`config.mk`:
```
export PLATFORM = sky130hd
export DESIGN_NAME = gtg_queue
export DESIGN_NICKNAME = d
export VERILOG_FILES = /design/src/gtg_pkg.sv /design/src/gtg_queue.sv
export SDC_FILE = /design/constraint.sdc
export NUM_CORES = 1
export LEC_CHECK = 0
export BUFFER_PORTS_ARGS = -buffer_cell sky130_fd_sc_hd__buf_4
export CAP_MARGIN = 10
export CELL_PAD_IN_SITES_DETAIL_PLACEMENT = 1
export CELL_PAD_IN_SITES_GLOBAL_PLACEMENT = 1
export CORE_MARGIN = 8
export CORE_UTILIZATION = 47
export DETAILED_ROUTE_END_ITERATION = 6
export PLACE_DENSITY = 0.87
export SLEW_MARGIN = 20
export SYNTH_ARGS = -nofsm -noshare
export SYNTH_HDL_FRONTEND = slang
export SYNTH_SLANG_ARGS = --single-unit
```
`constraint.sdc`:
```
create_clock -name i_clk -period 6 [get_ports i_clk]
set_input_delay 0 -clock i_clk [delete_from_list [all_inputs] [get_ports i_clk]]
set_output_delay 0 -clock i_clk [all_outputs]
set_load 0.02 [all_outputs]
```
`src/gtg_pkg.sv`:
```
// ----------------------------------------------------------------------------
// gtg_pkg
// Shared types, constants and tables for the go-to-goal controller.
// ----------------------------------------------------------------------------
package gtg_pkg;

    // default parameter values
    localparam int CORDIC_STAGES_DEF = 16;
    localparam int POS_FRAC_BITS_DEF = 16;
    localparam int MAX_STAGES        = 24;

    // cordic datapath width (33-bit difference plus gain growth)
    localparam int CW = 36;

    // fixed constants
    localparam logic [23:0] INV_GAIN_Q24 = 24'd10188014;
    localparam logic [30:0] PI_Q29       = 31'd1686629713;
    localparam logic [9:0]  WHEEL_CAP    = 10'd1000;
    localparam logic [12:0] CMD_SCALE    = 13'd5000;
    localparam logic [15:0] DIV3_RECIP   = 16'd21846;
    localparam logic [31:0] HALF_TURN    = 32'h8000_0000;

    // register reset values
    localparam logic [15:0] DIST_GAIN_RST  = 16'd13107;
    localparam logic [15:0] HEAD_GAIN_RST  = 16'd10486;
    localparam logic [30:0] ARRIVE_THR_RST = 31'd6554;
    localparam logic [30:0] FWD_LIMIT_RST  = 31'd27525;
    localparam logic [30:0] TURN_LIMIT_RST = 31'd11796;
    localparam logic [9:0]  WHEEL_LIM_RST  = 10'd800;

    // register indexes
    typedef enum logic [2:0] {
        REG_GOAL_X      = 3'd0,
        REG_GOAL_Y      = 3'd1,
        REG_DIST_GAIN   = 3'd2,
        REG_HEAD_GAIN   = 3'd3,
        REG_ARRIVE_THR  = 3'd4,
        REG_FWD_LIMIT   = 3'd5,
        REG_TURN_LIMIT  = 3'd6,
        REG_WHEEL_LIMIT = 3'd7
    } t_reg_idx;

    // configuration register file
    typedef struct packed {
        logic signed [31:0] goal_x;
        logic signed [31:0] goal_y;
        logic [15:0]        distance_gain;
        logic [15:0]        heading_gain;
        logic [30:0]        arrive_threshold;
        logic [30:0]        forward_limit;
        logic [30:0]        turn_limit;
        logic [9:0]         wheel_limit;
    } t_cfg;

    // classified request handed from front to back
    typedef struct packed {
        logic signed [CW-1:0] x;
        logic signed [CW-1:0] y;
        logic [31:0]          z;
        logic                 at_goal;
        logic [15:0]          heading;
    } t_item;

    // arctangent table, 2^31 = pi
    function automatic logic [31:0] atan_at(input int k);
        logic [31:0] a;
        unique case (k)
            0:  a = 32'h20000000;
            1:  a = 32'h12E4051E;
            2:  a = 32'h09FB385B;
            3:  a = 32'h051111D4;
            4:  a = 32'h028B0D43;
            5:  a = 32'h0145D7E1;
            6:  a = 32'h00A2F61E;
            7:  a = 32'h00517C55;
            8:  a = 32'h0028BE53;
            9:  a = 32'h00145F2F;
            10: a = 32'h000A2F98;
            11: a = 32'h000517CC;
            12: a = 32'h00028BE6;
            13: a = 32'h000145F3;
            14: a = 32'h0000A2FA;
            15: a = 32'h0000517D;
            16: a = 32'h000028BE;
            17: a = 32'h0000145F;
            18: a = 32'h00000A30;
            19: a = 32'h00000518;
            20: a = 32'h0000028C;
            21: a = 32'h00000146;
            22: a = 32'h000000A3;
            23: a = 32'h00000051;
            default: a = 32'h0;
        endcase
        return a;
    endfunction

endpackage

```
`src/gtg_queue.sv`:
```
// ----------------------------------------------------------------------------
// gtg_queue
// Two-entry request queue between front and back.
// ----------------------------------------------------------------------------
module gtg_queue (
    input  logic           i_clk,
    input  logic           i_rst_n,
    input  logic           i_push_valid,
    input  gtg_pkg::t_item i_push_item,
    output logic           o_push_ready,
    output logic           o_pop_valid,
    output gtg_pkg::t_item o_pop_item,
    input  logic           i_pop_ready
);

    gtg_pkg::t_item r_mem [2];
    logic           r_wp;
    logic           r_rp;
    logic [1:0]     r_cnt;
    logic           push;
    logic           pop;

    assign o_push_ready = (r_cnt != 2'd2);
    assign o_pop_valid  = (r_cnt != 2'd0);
    assign o_pop_item   = r_mem[r_rp];
    assign push         = i_push_valid && o_push_ready;
    assign pop          = o_pop_valid && i_pop_ready;

    // pointers and fill count
    always_ff @(posedge i_clk) begin
        if (!i_rst_n) begin
            r_wp  <= 1'b0;
            r_rp  <= 1'b0;
            r_cnt <= 2'd0;
        end else begin
            if (push) r_wp <= !r_wp;
            if (pop)  r_rp <= !r_rp;
            r_cnt <= r_cnt + 2'(push) - 2'(pop);
        end
    end

    // storage
    always_ff @(posedge i_clk) begin
        if (push) begin
            r_mem[r_wp] <= i_push_item;
        end
    end

endmodule

```
==> impl_metrics.csv <==
group,metric,value,unit
run_status,outcome,"complete, no violations",
pwr,vdd_drop_max,298,uV
global_route,grt_antenna_before_repair,1,
setup_path,rrSetupSlack,3270,ps
placed_design,placedCellCount,877,
finish,fill_cells,1562,
routing,drt_iter0_markers,260,
setup_path,cp-end-kind,"flop",
sta,finalSetupViolations,0,
routing,postRouteAntennaNets,0,
global_route,grtUsageMet3,4.93,%
routing,firstDrtPassIters,4,
yosys,ys_ff_latch,247,
clock_network,cts_tree,"built",
yosys,yosys-top-cells-area,"edfxtp_1 81%, mux2_2 15%, buf_6 1.1%",
sta,fin_ws,3270,ps
setup_path,slowest_stage,"and3_4",
global_route,use_met1,23.1,%
sta,hold_viol,0,
global_route,grt_busiest_layer,"met2",
sta,hold_ws,217,ps
yosys,yosysSeqAreaShare,81.7,%
setup_path,reg2reg_depth,3,
clock_network,clk_latency,510,ps
setup_path,critPathRequiredTime,6130,ps
floorplanning,core,18800,sq um
yosys,syn_avg_cell_area,22.2,sq um
sta,rsz0062_at_grt,"no",
worst_hold_path,holdPathEnd,"r_mem[1][57]",
sta,fin_tns_setup,0,ps
sta,worst_pin_slew,1030,ps
sta,fin_skew,19.8,ps
setup_path,crit-reg2reg-launch,"r_cnt[0]",
global_route,grt_use_met2,43.6,%
routing,vias,5306,
floorplanning,dieArea,23900,sq um
floorplanning,rows,50,
setup_path,worstPathMaxFanout,75,
finish,multiInputGateArea,1520,sq um
finish,stdcell_count,1051,
setup_path,cp_cell_sequence,"nand2b_1, and3_4, buf_4",
clock_network,path_clk_slew,60,ps
yosys,yosysUniqueCellTypes,25,
pwr,p_leak,4.96,nW
yosys,syn-num-nets,532,
yosys,yosys_warnings,0,
routing,drc,0,
pwr,p_per_area,384,nW/um^2
setup_path,arrival,2860,ps
placed_design,post-place-ws,3290,ps
run,drv_cap,0,
routing,post_drt_via_cell_ratio,5.05,
global_route,grt_pass1_wl,39800,um
sta,maxSlewViolCount,0,
sta,max_freq,367,MHz
clock_network,cts-buffers-inserted,26,
yosys,syn_inst,406,
setup_path,max_stage_delay,920,ps
placed_design,io_buffers,247,
sta,period_share,45.4,%
clock_network,ctsLongestPathBuffers,3,
floorplanning,die_w,154,um
clock_network,clock-root-buffer,"clkbuf_16",
setup_path,rr_endpoint,"r_mem[1][72]",
finish,final_util,70.3,%
setup_path,critPathKind,"reg -> reg",
routing,routedWlPerCell,25.5,um
yosys,synth_top_area_share,80.6,%
finish,area_growth,46.3,%
finish,drive_above_1_share,51.2,%
yosys,postSynth.asyncResetShare,0,%
finish,layout.nets,922,
global_route,globalRouteTotalUtil,22.0,%
clock_network,cts_htree_levels,1,
yosys,synth_edf_count,242,
global_route,grt_start_max_net_pins,88,
global_route,first_global_vias,6295,
worst_hold_path,hp-start,"i_push_item[57]",
worst_hold_path,hold_depth,2,
yosys,synthFlopType,"edfxtp_1",
routing,finalWirelength,26800,um
floorplanning,io_pins,248,
setup_path,startpoint_type,"flop",
finish,seqCellArea,7370,sq um
yosys,synth_top_area_cell,"edfxtp_1",
global_route,gr-total-overflow,0,
worst_hold_path,hold_path.class,"in -> reg",
yosys,syn_area,9010,sq um
floorplanning,die_h,154,um
floorplanning,initial_core_util,48.0,%
placed_design,finalWeightedCongestion,0.730,
placed_design,hpwl,15400,um
clock_network,cts_sinks,247,
sta,slew_headroom,31.3,%
sta,fin_crit,2730,ps
## kinds of logic (layout without fill, tap and decap cells)
group           after synthesis  after routing  synth area share [%]
buf+inv                      15            425                  1.46
flops                       247            247                  81.7
simple gates                 15             15                 0.972
mux                         121            121                  15.1
compound gates                6              6                 0.486
other cells                   0              1                     0
fa+ha+maj                     1              1                 0.139
xor+xnor                      1              1                0.0972
## stage by stage
| stage | power (W) | instance area (sq um) |
|---|---|---|
| floorplan | 0.00291 | 9010 |
| global placement | 0.00334 | 11100 |
| detailed placement | 0.00340 | 11100 |
| CTS | 0.00506 | 13200 |
| global route | 0.00523 | 13200 |
| finish | 0.00507 | 13200 |
## state kept, by name, indices dropped and copies added (netlist names), named ones only
name   cells
r_cnt      2
r_mem    242
r_wp       1
r_rp       1
## worst max-delay path by stage
stage	depth (start not counted)	slack [ps]	end	startpoint
floorplan	2	1950	r_mem[1][0]	r_cnt[0]
global placement	3	3450	r_mem[1][106]	r_cnt[0]
detailed placement	4	3290	r_mem[0][106]	r_cnt[0]
CTS	3	3130	o_pop_item[79]	flop
global route	3	3120	r_mem[1][75]	r_cnt[0]
finish	3	3270	r_mem[1][72]	r_cnt[0]
## cells in the mapped netlist, drive strengths merged, types with 2 or more instances
master and count:
nor2 4, dfxtp 5, o21ai 2, mux2 121, inv 2, buf 13, edfxtp 242, and3 2
## layer usage
metal / vias to the layer above / share of wire (%)
li1: 2401 / -
met1: 2667 / 36
met2: 201 / 57
met3: 37 / 5.6
met4: 0 / 1.7
met5: - / 0
## critical path: cells and delay by family (launching register included)
kind | cells | cell delay [ps]
buf+inv | 1 | 660
simple gates | 2 | 1170
flops | 1 | 430
## repair_timing
| action | 4_1_cts | 5_1_grt |
|---|---|---|
| buffers inserted | 0 | 0 |
| hold buffers | 125 | 0 |
| resized for setup | 0 | 0 |
| endpoints found under the hold margin | 247 | 0 |
## cells in the final DEF (no fill, tap or decap), drive strengths merged, types with 2 or more instances in the layout
master | netlist | routed
buf | 13 | 250
edfxtp | 242 | 242
inv | 2 | 2
nor2 | 4 | 4
clkinv | 0 | 11
o21ai | 2 | 2
clkbuf | 0 | 30
dlygate4sd3 | 0 | 125
mux2 | 121 | 121
clkinvlp | 0 | 4
and3 | 2 | 2
dfxtp | 5 | 5
bufinv | 0 | 3
## layout make-up
cell class	instances	share of cell area, %
sequential	247	55.9
clock inverter	18	1.29
multi-input combinational	144	11.5
clock buffer	30	5.21
antenna	1	0.0190
inverter	2	0.0759
tap	234	2.22
timing repair buffer	375	23.8
## report_power, final
part | internal [W] | leakage, nW | switching (W) | total [W]
registers | 0.00210 | 2.31 | 0.0000841 | 0.00218
clock network | 0.000950 | 0.413 | 0.000659 | 0.00161
logic | 0.000589 | 2.24 | 0.000684 | 0.00127
total | 0.00364 | 4.96 | 0.00143 | 0.00507
Note: power is estimated with default switching activity, not from simulation.
