### src/gtg_pkg.sv
// ----------------------------------------------------------------------------
// gtg_pkg
// Shared types, constants and tables for the go-to-goal controller.
// ----------------------------------------------------------------------------
package gtg_pkg;

    // default parameter values
    localparam int CORDIC_STAGES_DEF = 16;
    localparam int POS_FRAC_BITS_DEF = 16;
    localparam int MAX_STAGES        = 24;

    // cordic datapath width (33-bit difference plus gain growth)
    localparam int CW = 36;

    // fixed constants
    localparam logic [23:0] INV_GAIN_Q24 = 24'd10188014;
    localparam logic [30:0] PI_Q29       = 31'd1686629713;
    localparam logic [9:0]  WHEEL_CAP    = 10'd1000;
    localparam logic [12:0] CMD_SCALE    = 13'd5000;
    localparam logic [15:0] DIV3_RECIP   = 16'd21846;
    localparam logic [31:0] HALF_TURN    = 32'h8000_0000;

    // register reset values
    localparam logic [15:0] DIST_GAIN_RST  = 16'd13107;
    localparam logic [15:0] HEAD_GAIN_RST  = 16'd10486;
    localparam logic [30:0] ARRIVE_THR_RST = 31'd6554;
    localparam logic [30:0] FWD_LIMIT_RST  = 31'd27525;
    localparam logic [30:0] TURN_LIMIT_RST = 31'd11796;
    localparam logic [9:0]  WHEEL_LIM_RST  = 10'd800;

    // register indexes
    typedef enum logic [2:0] {
        REG_GOAL_X      = 3'd0,
        REG_GOAL_Y      = 3'd1,
        REG_DIST_GAIN   = 3'd2,
        REG_HEAD_GAIN   = 3'd3,
        REG_ARRIVE_THR  = 3'd4,
        REG_FWD_LIMIT   = 3'd5,
        REG_TURN_LIMIT  = 3'd6,
        REG_WHEEL_LIMIT = 3'd7
    } t_reg_idx;

    // configuration register file
    typedef struct packed {
        logic signed [31:0] goal_x;
        logic signed [31:0] goal_y;
        logic [15:0]        distance_gain;
        logic [15:0]        heading_gain;
        logic [30:0]        arrive_threshold;
        logic [30:0]        forward_limit;
        logic [30:0]        turn_limit;
        logic [9:0]         wheel_limit;
    } t_cfg;

    // classified request handed from front to back
    typedef struct packed {
        logic signed [CW-1:0] x;
        logic signed [CW-1:0] y;
        logic [31:0]          z;
        logic                 at_goal;
        logic [15:0]          heading;
    } t_item;

    // arctangent table, 2^31 = pi
    function automatic logic [31:0] atan_at(input int k);
        logic [31:0] a;
        unique case (k)
            0:  a = 32'h20000000;
            1:  a = 32'h12E4051E;
            2:  a = 32'h09FB385B;
            3:  a = 32'h051111D4;
            4:  a = 32'h028B0D43;
            5:  a = 32'h0145D7E1;
            6:  a = 32'h00A2F61E;
            7:  a = 32'h00517C55;
            8:  a = 32'h0028BE53;
            9:  a = 32'h00145F2F;
            10: a = 32'h000A2F98;
            11: a = 32'h000517CC;
            12: a = 32'h00028BE6;
            13: a = 32'h000145F3;
            14: a = 32'h0000A2FA;
            15: a = 32'h0000517D;
            16: a = 32'h000028BE;
            17: a = 32'h0000145F;
            18: a = 32'h00000A30;
            19: a = 32'h00000518;
            20: a = 32'h0000028C;
            21: a = 32'h00000146;
            22: a = 32'h000000A3;
            23: a = 32'h00000051;
            default: a = 32'h0;
        endcase
        return a;
    endfunction

endpackage

### src/gtg_ifs.sv
// ----------------------------------------------------------------------------
// gtg channel interfaces
// Valid/ready channels for samples, results and register writes.
// ----------------------------------------------------------------------------
interface gtg_sample_if;
    logic               valid;
    logic               ready;
    logic signed [31:0] pos_x;
    logic signed [31:0] pos_y;
    logic signed [15:0] heading;
    modport source (output valid, pos_x, pos_y, heading, input ready);
    modport sink   (input valid, pos_x, pos_y, heading, output ready);
endinterface


interface gtg_cfg_if;
    logic        valid;
    logic        ready;
    logic [2:0]  index;
    logic [31:0] data;
    modport source (output valid, index, data, input ready);
    modport sink   (input valid, index, data, output ready);
endinterface

### src/gtg_front.sv
// ----------------------------------------------------------------------------
// gtg_front
// Register file, sample intake, goal vector and cordic pre-rotation.
// ----------------------------------------------------------------------------
module gtg_front (
    input  logic                 i_clk,
    input  logic                 i_rst_n,
    gtg_sample_if.sink           i_sample,
    gtg_cfg_if.sink              i_cfg,
    input  logic                 i_push_ready,
    output logic                 o_push_valid,
    output gtg_pkg::t_item       o_push_item,
    output gtg_pkg::t_cfg        o_cfg
);

    gtg_pkg::t_cfg  r_cfg;
    logic           r_vld;
    gtg_pkg::t_item r_item;
    gtg_pkg::t_item n_item;
    logic signed [32:0] dx;
    logic signed [32:0] dy;
    logic               take;

    assign i_cfg.ready = 1'b1;

    // register writes
    always_ff @(posedge i_clk) begin
        if (!i_rst_n) begin
            r_cfg.goal_x           <= '0;
            r_cfg.goal_y           <= '0;
            r_cfg.distance_gain    <= gtg_pkg::DIST_GAIN_RST;
            r_cfg.heading_gain     <= gtg_pkg::HEAD_GAIN_RST;
            r_cfg.arrive_threshold <= gtg_pkg::ARRIVE_THR_RST;
            r_cfg.forward_limit    <= gtg_pkg::FWD_LIMIT_RST;
            r_cfg.turn_limit       <= gtg_pkg::TURN_LIMIT_RST;
            r_cfg.wheel_limit      <= gtg_pkg::WHEEL_LIM_RST;
        end else if (i_cfg.valid) begin
            unique case (gtg_pkg::t_reg_idx'(i_cfg.index))
                gtg_pkg::REG_GOAL_X:      r_cfg.goal_x <= i_cfg.data;
                gtg_pkg::REG_GOAL_Y:      r_cfg.goal_y <= i_cfg.data;
                gtg_pkg::REG_DIST_GAIN:   r_cfg.distance_gain <= i_cfg.data[15:0];
                gtg_pkg::REG_HEAD_GAIN:   r_cfg.heading_gain <= i_cfg.data[15:0];
                gtg_pkg::REG_ARRIVE_THR:  r_cfg.arrive_threshold <= i_cfg.data[30:0];
                gtg_pkg::REG_FWD_LIMIT:   r_cfg.forward_limit <= i_cfg.data[30:0];
                gtg_pkg::REG_TURN_LIMIT:  r_cfg.turn_limit <= i_cfg.data[30:0];
                gtg_pkg::REG_WHEEL_LIMIT: r_cfg.wheel_limit <= i_cfg.data[9:0];
                default: ;
            endcase
        end
    end

    assign o_cfg = r_cfg;

    // goal vector and half-plane classification
    always_comb begin
        dx = 33'(r_cfg.goal_x) - 33'(i_sample.pos_x);
        dy = 33'(r_cfg.goal_y) - 33'(i_sample.pos_y);
        n_item.heading = i_sample.heading;
        n_item.at_goal = (dx == '0) && (dy == '0);
        if (dx < 0) begin
            n_item.x = -gtg_pkg::CW'(dx);
            n_item.y = -gtg_pkg::CW'(dy);
            n_item.z = gtg_pkg::HALF_TURN;
        end else begin
            n_item.x = gtg_pkg::CW'(dx);
            n_item.y = gtg_pkg::CW'(dy);
            n_item.z = '0;
        end
    end

    // intake register
    assign i_sample.ready = !r_vld || i_push_ready;
    assign take           = i_sample.valid && i_sample.ready;

    always_ff @(posedge i_clk) begin
        if (!i_rst_n) begin
            r_vld <= 1'b0;
        end else if (i_sample.ready) begin
            r_vld <= i_sample.valid;
        end
    end

    always_ff @(posedge i_clk) begin
        if (take) begin
            r_item <= n_item;
        end
    end

    assign o_push_valid = r_vld;
    assign o_push_item  = r_item;

endmodule

### src/flat_wrapper.sv
// flat-port wrapper written by rule: the top's interface ports become plain ports
module gtg_front_flat 
  (i_clk, i_rst_n, i_push_ready, o_push_valid, o_push_item, o_cfg, i_sample_valid, i_sample_pos_x, i_sample_pos_y, i_sample_heading, i_sample_ready, i_cfg_valid, i_cfg_index, i_cfg_data, i_cfg_ready);
  gtg_sample_if i_sample_i ();
  gtg_cfg_if i_cfg_i ();
  input  logic i_clk;
  input  logic i_rst_n;
  input  logic i_push_ready;
  output logic o_push_valid;
  output gtg_pkg::t_item o_push_item;
  output gtg_pkg::t_cfg o_cfg;
  input wire logic [$bits(i_sample_i.valid)-1:0] i_sample_valid;
  input wire logic [$bits(i_sample_i.pos_x)-1:0] i_sample_pos_x;
  input wire logic [$bits(i_sample_i.pos_y)-1:0] i_sample_pos_y;
  input wire logic [$bits(i_sample_i.heading)-1:0] i_sample_heading;
  output wire logic [$bits(i_sample_i.ready)-1:0] i_sample_ready;
  input wire logic [$bits(i_cfg_i.valid)-1:0] i_cfg_valid;
  input wire logic [$bits(i_cfg_i.index)-1:0] i_cfg_index;
  input wire logic [$bits(i_cfg_i.data)-1:0] i_cfg_data;
  output wire logic [$bits(i_cfg_i.ready)-1:0] i_cfg_ready;
  assign i_sample_i.valid = i_sample_valid;
  assign i_sample_i.pos_x = i_sample_pos_x;
  assign i_sample_i.pos_y = i_sample_pos_y;
  assign i_sample_i.heading = i_sample_heading;
  assign i_sample_ready = i_sample_i.ready;
  assign i_cfg_i.valid = i_cfg_valid;
  assign i_cfg_i.index = i_cfg_index;
  assign i_cfg_i.data = i_cfg_data;
  assign i_cfg_ready = i_cfg_i.ready;
  gtg_front u_core (.i_clk(i_clk), .i_rst_n(i_rst_n), .i_sample(i_sample_i), .i_cfg(i_cfg_i), .i_push_ready(i_push_ready), .o_push_valid(o_push_valid), .o_push_item(o_push_item), .o_cfg(o_cfg));
endmodule
### config.mk
export PLATFORM = sky130hd
export DESIGN_NAME = gtg_front_flat
export DESIGN_NICKNAME = d
export VERILOG_FILES = /design/src/gtg_pkg.sv /design/src/gtg_ifs.sv /design/src/gtg_front.sv /design/src/flat_wrapper.sv
export SDC_FILE = /design/constraint.sdc
export NUM_CORES = 1
export LEC_CHECK = 0
export BUFFER_PORTS_ARGS = -buffer_cell sky130_fd_sc_hd__buf_4
export CORE_ASPECT_RATIO = 0.5
export CORE_UTILIZATION = 39
export DETAILED_ROUTE_END_ITERATION = 10
export GPL_TIMING_DRIVEN = 0
export PLACE_DENSITY = 0.68
export SYNTH_ARGS = -nofsm -noshare
export SYNTH_HDL_FRONTEND = slang
export SYNTH_SLANG_ARGS = --single-unit
### constraint.sdc
create_clock -name i_clk -period 6.3 [get_ports i_clk]
set_clock_uncertainty 0.1 [all_clocks]
set_input_delay 1.575 -clock i_clk [delete_from_list [all_inputs] [get_ports i_clk]]
set_output_delay 1.575 -clock i_clk [all_outputs]
set_load 0.02 [all_outputs]
==> reports/qor_table.md <==
| Stage | Quantity | Reported |
|:---|:---|:---|
| status | Result of the run | finished, final reports clean |
| floorplan | Die area | 42200 um2 |
| setup path | Kind of capture point of the worst setup path | flip-flop |
| synth | Cell taking the most area after synthesis | sky130_fd_sc_hd__dfxtp_1 |
| placement | RePlAce Congestion | 0.949 |
| worst hold path | Hold WC Path Type | flip-flop to flip-flop |
| floorplan | Die span in y | 146 um |
| detailed routing | Residual DRC | 0 |
| timing | Minimum clock period after layout | 5.83 ns |
| cells and area | Final net count | 2568 |
| clock network | Reg clk slew, reported paths | 0.06 ns |
| floorplan | Area of the core | 40600 um2 |
| cells and area | Area used by sequential logic in the layout | 6710 um2 |
| setup path | Critical Path Source Type | input pin |
| setup path | CP arrival | 6.04 ns |
| synth | Yosys top cell area share | 0.248 |
| floorplan | Die outline width | 290 um |
| timing | Setup repair after global routing missed its margin | no |
| setup path | Worst Path Max Fanout | 10 |
| job | Number of max-cap violations | 0 |
| synth | EDFF count, synth | 90 |
| power and ir drop | Overall power after layout | 4.78 mW |
| clock network | Maximum count of clock buffers along a single path | 3 |
| timing | Fraction of the cycle the final worst path needs | 0.926 |
| cells and area | Synthesis-to-finish area growth | 29.6% |
| setup path | Critical-path top delay cell | sky130_fd_sc_hd__a31oi_1 |
| global route | Initial antenna violation count | 2 |
| timing | Worst slew pin tran | 1.06 ns |
| global route | First-pass GRT wire length | 85100 um |
| setup path | Register-to-register setup slack | 1.11 ns |
| detailed routing | Drt wl/cell | 19.6 um |
| clock network | Num CTS Buffers | 29 |
| clock network | Root buffer cell | sky130_fd_sc_hd__clkbuf_16 |
| timing | Count of endpoints failing setup in the final report | 0 |
| cells and area | Filler cell count in the final layout | 3911 |
| detailed routing | First-iteration detailed-routing DRC count | 1235 |
| clock network | Clock tree from TritonCTS | done |
| setup path | Required arrival time at the worst endpoint | 6.50 ns |
| power and ir drop | IR drop worst, VDD | 0.201 mV |
| synth | Yosys warnings | 0 |
| floorplan | Count of pins on the block boundary | 443 |
| detailed routing | Detailed Routing Iterations Pass 1 | 5 |
| detailed routing | Vias after detailed routing | 15255 |
| clock network | Setup repair bufs after CTS | 0 |
| worst hold path | Depth of the worst hold-timing path | 2 |
| floorplan | Starting utilization of the core area | 0.397 |
| detailed routing | Via count normalized by instance count | 5.19 |
| setup path | Category of the critical setup timing path | input pin to flip-flop |
| synth | Synthesized instance count | 1916 |
| timing | Relative slew slack | 0.292 |
| clock network | Clock latency of the later-clocked register in the worst-skew pair | 0.58 ns |
| placement | Count of buffers from port buffering | 397 |
| clock network | CTS sink cnt | 290 |
| synth | Sequential cell area fraction in the yosys report | 0.416 |
| setup path | Capturing point of the worst reg2reg path | u_core.o_push_item[50]$_DFFE_PP_ |
| setup path | Slowest stage delay, CP | 0.85 ns |
| clock network | CTS Hold Buffers Added | 0 |
| cells and area | Utilization after layout | 0.515 |
| clock network | Maximum level of the CTS H-tree | 1 |
| power and ir drop | Leak | 9.02 nW |
| synth | Count of distinct cell types in the synthesized netlist | 83 |
| cells and area | Finished Cell Area | 20900 um2 |
| synth | Mapped cell area | 16100 um2 |
| setup path | Cells along the critical path | buf_4 > inv_1 > ha_1 > clkbuf_1 > a21oi_1 > o21ai_0 > o21ai_0 > a211oi_1 > nor2_1 > o31ai_1 > nand2_1 > a31oi_1 > inv_1 > clkbuf_1 > clkbuf_1 > nand2_1 > o21ai_0 |
| timing | Hold violation count in the final report | 0 |
| synth | Async SR Flop Fraction | 0 |
| placement | Post-detailed-placement half-perimeter wirelength | 45400 um |
| setup path | Startpoint of the worst-slack reg-to-reg timing path | u_core.o_cfg[167]$_SDFFE_PN0P_ |
| global route | Vias in the first global route | 13774 |
| setup path | WP buf/inv | 6 |
| cells and area | Footprint of the multi-input gates | 8570 um2 |
| detailed routing | Post-detailed-routing wire length | 57700 um |
| synth | Average footprint of a synthesized cell | 8.42 um2 |
| power and ir drop | Power density over the cells | 229 nW/um2 |
| timing | Achievable frequency | 171 MHz |
| setup path | Cell depth of the worst flop-to-flop path | 16 |
| clock network | Resized Gates After CTS | 0 |
| global route | Largest net degree at the start of global routing | 50 |
| placement | Placed Area | 19900 um2 |
| floorplan | Row cnt | 52 |
| synth | Main area contributors after synthesis | sky130_fd_sc_hd__dfxtp_1, sky130_fd_sc_hd__edfxtp_1, sky130_fd_sc_hd__nand2_1 |
| global route | Global Route Usage Sum | 0.263 |
| detailed routing | Residual antenna-violating net count after detailed routing | 0 |
| synth | Synthesized flop and latch total | 290 |
| timing | Summed negative setup slack over all endpoints | 0 ns |
| timing | Count of pins over their slew limit | 0 |
| worst hold path | Worst-case hold path end point | u_core.o_cfg[82]$_SDFFE_PN0P_ |
| worst hold path | Hold Crit Start | u_core.o_cfg[82]$_SDFFE_PN0P_ |
| synth | Main synth FF type | sky130_fd_sc_hd__dfxtp_1 |
| global route | Overflow after GRT | 0 |
| setup path | Cell family with most CP delay | compound AO/OA/AOI/OAI gates |
| cells and area | Fraction of final layout cells with drive strength greater than 1 | 0.220 |
## layer usage
layer	vias up	GRT usage	share of wire
met5	-	0	0
met2	492	0.430	0.46
met4	0	0.0908	0.038
met1	7169	0.352	0.44
met3	116	0.0428	0.060
li1	7478	-	-
## through the flow
step                std cells  hold WS [ns]  worst slack, ns
detailed placement       2887         0.357           0.0592
global route             2942         0.385            0.362
floorplan                1949         0.440             1.23
CTS                      2940         0.366            0.640
global placement         2886         0.351           0.0437
finish                   2942         0.365            0.467
## how the worst max path moves through the flow
stage                             startpoint                               endpoint  slack [ns]  cells past startpoint
final                      i_sample_pos_x[5]       u_core.o_push_item[50]$_DFFE_PP_        0.47                     17
after global placement     i_sample_pos_x[0]  u_core.o_push_item[117]$_SDFFCE_PN0P_        0.04                     14
after detailed placement   i_sample_pos_x[0]  u_core.o_push_item[117]$_SDFFCE_PN0P_        0.06                     14
after CTS                  i_sample_pos_x[5]  u_core.o_push_item[117]$_SDFFCE_PN0P_        0.64                     15
after floorplan           i_sample_pos_y[19]       u_core.o_push_item[81]$_DFFE_PP_        1.23                     14
after global routing      i_sample_pos_x[12]  u_core.o_push_item[117]$_SDFFCE_PN0P_        0.36                     15
## registers in the layout, summed over array words and instances (netlist names)
signal / cells
u_core.o_push_valid: 1
u_core.o_push_item: 90
u_core.o_cfg: 199
## layout make-up
cell class / instances / area share
Antenna cell: 2 / 0.000239
Buffer: 140 / 0.0329
Clock buffer: 40 / 0.0411
Clock inverter: 13 / 0.00467
Inverter: 79 / 0.0142
Multi-Input combinational cell: 1440 / 0.410
Sequential cell: 290 / 0.321
Tap cell: 540 / 0.0323
Timing Repair Buffer: 398 / 0.144
## cells in the mapped netlist, drive strengths merged, types with 15 or more instances
| cell | number |
|---|---|
| clkbuf | 94 |
| nor2 | 63 |
| a31oi | 20 |
| xor2 | 30 |
| buf | 46 |
| o21ai | 68 |
| xnor2 | 68 |
| nand2 | 488 |
| nor3 | 26 |
| o21a | 17 |
| inv | 79 |
| edfxtp | 90 |
| nor2b | 15 |
| nand3 | 63 |
| dfxtp | 200 |
| a21oi | 82 |
| and2 | 15 |
| a21o | 19 |
| nand2b | 15 |
| ha | 68 |
| a21boi | 166 |
## layout by cell type, fill, tap and decap left out, drive strengths merged, types with 15 or more instances in the layout
| master | n |
|---|---|
| a21boi | 166 |
| a21o | 19 |
| a21oi | 82 |
| a31oi | 20 |
| and2 | 15 |
| buf | 444 |
| clkbuf | 134 |
| conb | 35 |
| dfxtp | 200 |
| edfxtp | 90 |
| ha | 68 |
| inv | 84 |
| nand2 | 488 |
| nand2b | 15 |
| nand3 | 63 |
| nor2 | 63 |
| nor2b | 15 |
| nor3 | 26 |
| o21a | 17 |
| o21ai | 68 |
| xnor2 | 68 |
| xor2 | 30 |
## kinds of logic after synthesis
kind of cell / after synthesis / share of synthesized area
adder cells (fa/ha/maj): 70 / 0.0552
multiplexers: 12 / 0.00752
AND/OR/NAND/NOR: 769 / 0.212
AO/OA/AOI/OAI: 456 / 0.195
other: 2 / 0.000465
flip-flops: 290 / 0.416
buffers and inverters: 219 / 0.0609
XOR/XNOR: 98 / 0.0532
## where the power goes
part           switching (mW)  leakage (nW)  internal [mW]
sequential             0.0413          2.49           2.04
clock                   0.786         0.486          0.963
combinational           0.580          6.04          0.366
total                    1.41          9.02           3.37
## worst register-to-register path: stages, from the launching register on
cell                       delay [ns]
sky130_fd_sc_hd__dfxtp_1         0.36
sky130_fd_sc_hd__inv_1           0.14
sky130_fd_sc_hd__ha_1            0.25
sky130_fd_sc_hd__fa_1            0.42
sky130_fd_sc_hd__nor2b_1         0.31
sky130_fd_sc_hd__o211a_1         0.25
sky130_fd_sc_hd__o21ai_0         0.14
sky130_fd_sc_hd__a211oi_1        0.35
sky130_fd_sc_hd__nor2_1          0.16
sky130_fd_sc_hd__o31ai_1         0.38
sky130_fd_sc_hd__nand2_1         0.10
sky130_fd_sc_hd__a31oi_1         0.85
sky130_fd_sc_hd__inv_1           0.18
sky130_fd_sc_hd__clkbuf_1        0.31
sky130_fd_sc_hd__clkbuf_1        0.37
sky130_fd_sc_hd__nand2_1         0.15
sky130_fd_sc_hd__o21ai_0         0.09
(Power assumes the default switching activity.)
